==> src/hdl/bisc_cubic.sv <==
`timescale 1ns / 1ps
// Catmull-Rom cubic, four register stages, one multiplication in each of the last three.
module bisc_cubic #(
  parameter int WF = 8,
  parameter int PW = 19
) (
  input  logic                 clk,
  input  logic signed [PW-1:0] p0,
  input  logic signed [PW-1:0] p1,
  input  logic signed [PW-1:0] p2,
  input  logic signed [PW-1:0] p3,
  input  logic [WF-1:0]        tf,
  output logic signed [PW-1:0] r
);
  localparam int CW = PW + 5;
  localparam int MW = CW + WF + 1;

  logic signed [CW-1:0] a1, b1, c1, a2, s2, s1;
  logic signed [PW-1:0] q1, q2, q3;
  logic [WF-1:0]        t1, t2, t3;
  logic signed [MW-1:0] m2, m3, m4;
  logic signed [CW-1:0] e0, e1, e2, e3;

  assign e0 = CW'(p0);
  assign e1 = CW'(p1);
  assign e2 = CW'(p2);
  assign e3 = CW'(p3);

  assign m2 = c1 * $signed({1'b0, t1});
  assign m3 = s2 * $signed({1'b0, t2});
  assign m4 = s1 * $signed({1'b0, t3});

  always_ff @(posedge clk) begin
    a1 <= e2 - e0;
    b1 <= (e0 <<< 1) - (e1 <<< 2) - e1 + (e2 <<< 2) - e3;
    c1 <= (e1 - e2) + ((e1 - e2) <<< 1) + e3 - e0;
    q1 <= p1;
    t1 <= tf;
    s2 <= b1 + CW'(m2 >>> WF);
    a2 <= a1;
    q2 <= q1;
    t2 <= t1;
    s1 <= a2 + CW'(m3 >>> WF);
    q3 <= q2;
    t3 <= t2;
    r  <= q3 + PW'(m4 >>> (WF + 1));
  end
endmodule

==> config.mk <==
export PLATFORM = sky130hd
export DESIGN_NAME = bisc_cubic
export DESIGN_NICKNAME = d
export VERILOG_FILES = /design/src/hdl/bisc_cubic.sv
export SDC_FILE = /design/constraint.sdc
export NUM_CORES = 2
export LEC_CHECK = 0
export BUFFER_PORTS_ARGS = -buffer_cell sky130_fd_sc_hd__clkbuf_2
export CAP_MARGIN = 10
export CELL_PAD_IN_SITES_DETAIL_PLACEMENT = 1
export CELL_PAD_IN_SITES_GLOBAL_PLACEMENT = 2
export CORE_MARGIN = 1
export CORE_UTILIZATION = 42
export CTS_CLUSTER_SIZE = 24
export DETAILED_ROUTE_END_ITERATION = 8
export PLACE_DENSITY_LB_ADDON = 0.1
export SKIP_LAST_GASP = 1
export SLEW_MARGIN = 20
export SYNTH_ARGS = -nofsm -noshare
export SYNTH_HDL_FRONTEND = slang
export SYNTH_SLANG_ARGS = --single-unit
==> constraint.sdc <==
create_clock -name clk -period 8.15 [get_ports clk]
set_input_delay 1.2225 -clock clk [delete_from_list [all_inputs] [get_ports clk]]
set_output_delay 1.2225 -clock clk [all_outputs]
set_load 0.005 [all_outputs]
# Word level (Yosys, flattened, before mapping)
# Cells that the tools add are included.
# W data, S select, Z words.
# totals
output_inout_bits	19
in_bits	85
word_cells	28
ff_bits	236
# op_classes
n_addsub	12
n_mul	3
# op_table
cell	n
$mul A24 B9 Y32	2
$sub A19 B19 Y20	2
$mul A24 B9 Y28	1
$add A20 B24 Y24	1
$add A23 B21 Y24	1
$add A24 B24 Y24	1
$sub A23 B19 Y24	1
$sub A24 B19 Y24	1
$add A22 B19 Y23	1
$sub A22 B19 Y23	1
$add A20 B21 Y22	1
$sub A20 B21 Y22	1
$add A19 B19 Y19	1

# Logic depth before layout (Yosys ltp)
# logic_depth
depth_word	4
depth_mapped	33
ltp_nobuf	32

# Least setup slack after synthesis
# OpenSTA, ideal clock, no wires.
# synth_path
path_type	register to register
start	reg t2[0]
end	reg s1[23]
t_arrival_ns	6.813
n_path_buf	1
path_stages_with_launch	31
synth_period_minus_slack_ns	6.932
setup_slack_ns	1.218
setup_time_ns	0.119
required_ns	8.031
path_cell_list	dfxtp_1 -> clkbuf_1 -> nand2_1 -> fa_1 -> inv_1 -> fa_1 -> fa_1 -> inv_1 -> fa_1 -> inv_1 -> ha_1 -> a21o_1 -> a2111oi_4 -> inv_2 -> o311ai_2 -> a21oi_1 -> nor2_1 -> nor2b_1 -> nor2_1 -> xnor2_1 -> ha_1 -> o21a_1 -> o21ai_1 -> nor3_1 -> a2111oi_0 -> nor3_1 -> a211oi_2 -> a21oi_1 -> nor4_1 -> nor2_1 -> xor2_1
# synth_between
elab_chain_cells	2
# synth_lines
element	line	text
start, declared	20	logic [WF-1:0] t1, t2, t3;
start signal, assigned	42	t2 <= t1;
$mul A24 B9 Y32	30	assign m3 = s2 * $signed({1'b0, t2});
$add A20 B24 Y24	43	s1 <= a2 + CW'(m3 >>> WF);
end signal, assigned	43	
end, declared	18	logic signed [CW-1:0] a1, b1, c1, a2, s2, s1;
# Every way passes these cells.

# Worst setup path after layout
# layout_path
start	reg t2[1]
end	reg s1[23]
# The elaborated chain is that of the path after synthesis.

==> results.json <==
{
  "status": "complete, no violations",
  "start_util_pct": 42.7,
  "finalNetCount": 4418,
  "mappedNetlistArea_sq_mm": 0.0313,
  "skew_ns": 0.0199,
  "die_h_um": 275,
  "startpoint_type": "register",
  "ys.flop_type": "dfxtp_1",
  "cpMaxStageDelayCell": "dfxtp_1",
  "clkTransAtPathRegs_ns": 0.06,
  "yosys-top-cells-count": "inv_1, fa_1, and2_1",
  "remaining_drc_errors": 0,
  "tightest_slew_ns": 1.06,
  "slew_headroom_pct": 29.5,
  "fin_crit_sh_pct": 92.2,
  "routed_wl_mm": 85.0,
  "dp_cells": 4404,
  "row_count": 99,
  "grt_pass1_vias": 25470,
  "dp_hpwl_mm": 73.7,
  "synth_seq_cells": 236,
  "pre_cts_slack_ns": 0.267,
  "track_usage_pct": 23.3,
  "path_delay_family": "adder cells",
  "async_flop_share_pct": 0,
  "crit_required_ns": 8.64,
  "cpMostUsedCell": "fa_1",
  "tritoncts": "yes",
  "grt_max_degree": 26,
  "rsz0062_at_grt": "false",
  "finalWorstPathRequiredPeriod_ns": 7.51,
  "max_stage_delay_ns": 0.55,
  "ios": 104,
  "clk_latency_ns": 0.61,
  "avgSynthCellArea_sq_um": 9.29,
  "ys_seq_area_share_pct": 15.1,
  "ctsHoldBuffers": 0,
  "synth-edff-count": 0,
  "multi_input_area_sq_mm": 0.0237,
  "h-tree-depth": 1,
  "worstSetupPathType": "reg -> reg",
  "drt_iter0_drc": 758,
  "setup_violations": 0,
  "yosysMostFrequentCell": "inv_1",
  "grt_remaining_overflow": 0,
  "place_congestion": 0.844,
  "syn_inst": 3373,
  "netlist.area_leader.share_pct": 33.8,
  "slew_violations": 0,
  "grt_pass1_wl_mm": 137,
  "yosysWarnings": 0,
  "whs_ns": 0.328,
  "synth_area_leaders": "fa_1, dfxtp_1, ha_1, inv_1, and2_1",
  "vias_per_cell": 5.02,
  "num_vias": 22392,
  "die_x_um": 275,
  "area_growth_pct": 8.90,
  "wl_per_cell_um": 19.1,
  "cts-root-buf": "clkbuf_16",
  "setup.worst_path.end_class": "register",
  "fillers": 8451,
  "drive_above_1_share_pct": 6.37,
  "setup_slack_ns": 0.639,
  "cap_violations": 0,
  "synth_nets": 4313,
  "cts_buffers": 31,
  "dr.pass1.iters": 7,
  "antenna_found_initial": 5,
  "yosysUniqueCellTypes": 75,
  "synth_area_leader_cell": "fa_1",
  "crit_buf_inv": 5,
  "drtAntennaViolNets": 0,
  "io_buffers": 103,
  "core_sq_mm": 0.0735,
  "fmax_ghz": 0.133,
  "cts_sinks": 236,
  "clk_path_buf_depth": 3,
  "cp_max_fo": 14,
  "seq_area_sq_mm": 0.00473,
  "worstPathArrival_ns": 8.00,
  "hold_viol_final": 0,
  "finalNonFillerCells": 4463,
  "tns_ns": 0,
  "die_area_sq_mm": 0.0757,
  "min_path_type": "reg -> reg"
}
-- sequential cells by signal, summed over array words and instances (netlist names) --
signal / count
t2: 8
c1: 24
t3: 8
t1: 8
a1: 20
q3: 19
q1: 19
s2: 24
b1: 24
s1: 24
r: 19
q2: 19
a2: 20
-- logic make-up after synthesis --
kind of cell    after synthesis  share of synthesized area (%)
simple gates                923                           14.9
fa+ha+maj                   855                           46.8
buf+inv                     785                           9.40
compound gates              369                           8.07
flops                       236                           15.1
xor+xnor                    205                           5.73
-- layout by cell type (no fill, tap or decap), types with 5 or more instances in the layout --
cell type | Yosys | layout
nor2_1 | 122 | 122
buf_4 | 0 | 18
dfxtp_1 | 236 | 234
or3_1 | 13 | 13
a31oi_1 | 11 | 11
nor3_1 | 38 | 38
clkbuf_8 | 0 | 5
o21ai_1 | 16 | 16
and2_1 | 337 | 337
inv_1 | 735 | 735
fa_1 | 530 | 530
nand2_1 | 297 | 297
clkbuf_2 | 0 | 103
a211oi_1 | 14 | 14
a21o_1 | 39 | 39
o21a_1 | 37 | 37
o21bai_1 | 11 | 11
clkbuf_16 | 0 | 31
nand2b_1 | 22 | 22
o21ai_0 | 41 | 41
clkinv_2 | 0 | 5
or2_2 | 9 | 9
inv_6 | 0 | 6
nand3_1 | 27 | 27
a21boi_0 | 6 | 6
xor2_1 | 49 | 49
a21oi_1 | 122 | 122
o31a_1 | 5 | 5
o31ai_1 | 6 | 6
ha_1 | 325 | 325
xnor2_1 | 156 | 156
nor2b_1 | 23 | 23
and3_1 | 16 | 16
-- timing repair --
item	CTS	global route
setup buffers	0	0
endpoints found under the hold margin	0	0
resized for setup	0	2
endpoints found under the setup margin	0	1
-- final cells by class --
cell class | count | share of cell area (%)
Inverter | 736 | 8.09
Antenna cell | 1 | 0.00733
Multi-Input combinational cell | 2352 | 69.4
Clock inverter | 21 | 0.762
Sequential cell | 236 | 13.8
Timing Repair Buffer | 121 | 1.91
Clock buffer | 37 | 2.48
Tap cell | 959 | 3.51
-- metrics by stage --
stage          instance area (sq um)  utilization (%)
6_report                       34100             46.5
5_1_grt                        34100             46.5
3_5_place_dp                   33000             44.9
4_1_cts                        34100             46.5
3_3_place_gp                   33000             44.9
2_1_floorplan                  31300                -
-- path summary, 6_finish.rpt --
kind | from | cells past startpoint | end | slack, ns
max reg2reg | t2[1]$_DFF_P_ | 29 | s1[23]$_DFF_P_ | 0.64
min reg2reg | q1[11]$_DFF_P_ | 0 | q2[11]$_DFF_P_ | 0.33
max | t2[1]$_DFF_P_ | 29 | s1[23]$_DFF_P_ | 0.64
min | q1[11]$_DFF_P_ | 0 | q2[11]$_DFF_P_ | 0.33
-- per-layer routing --
layer  vias to the layer above  global-route usage, %  part of all wire (%)
li1                      10553                      -                     -
met1                     11512                   28.6                    43
met2                       222                   44.1                    53
met3                        99                   1.75                   2.2
met4                         6                   5.03                   2.0
met5                         -                      0                 0.047
Power is not shown: default switching activity piles up to over one toggle a cycle in this logic, so the estimate is an artifact.
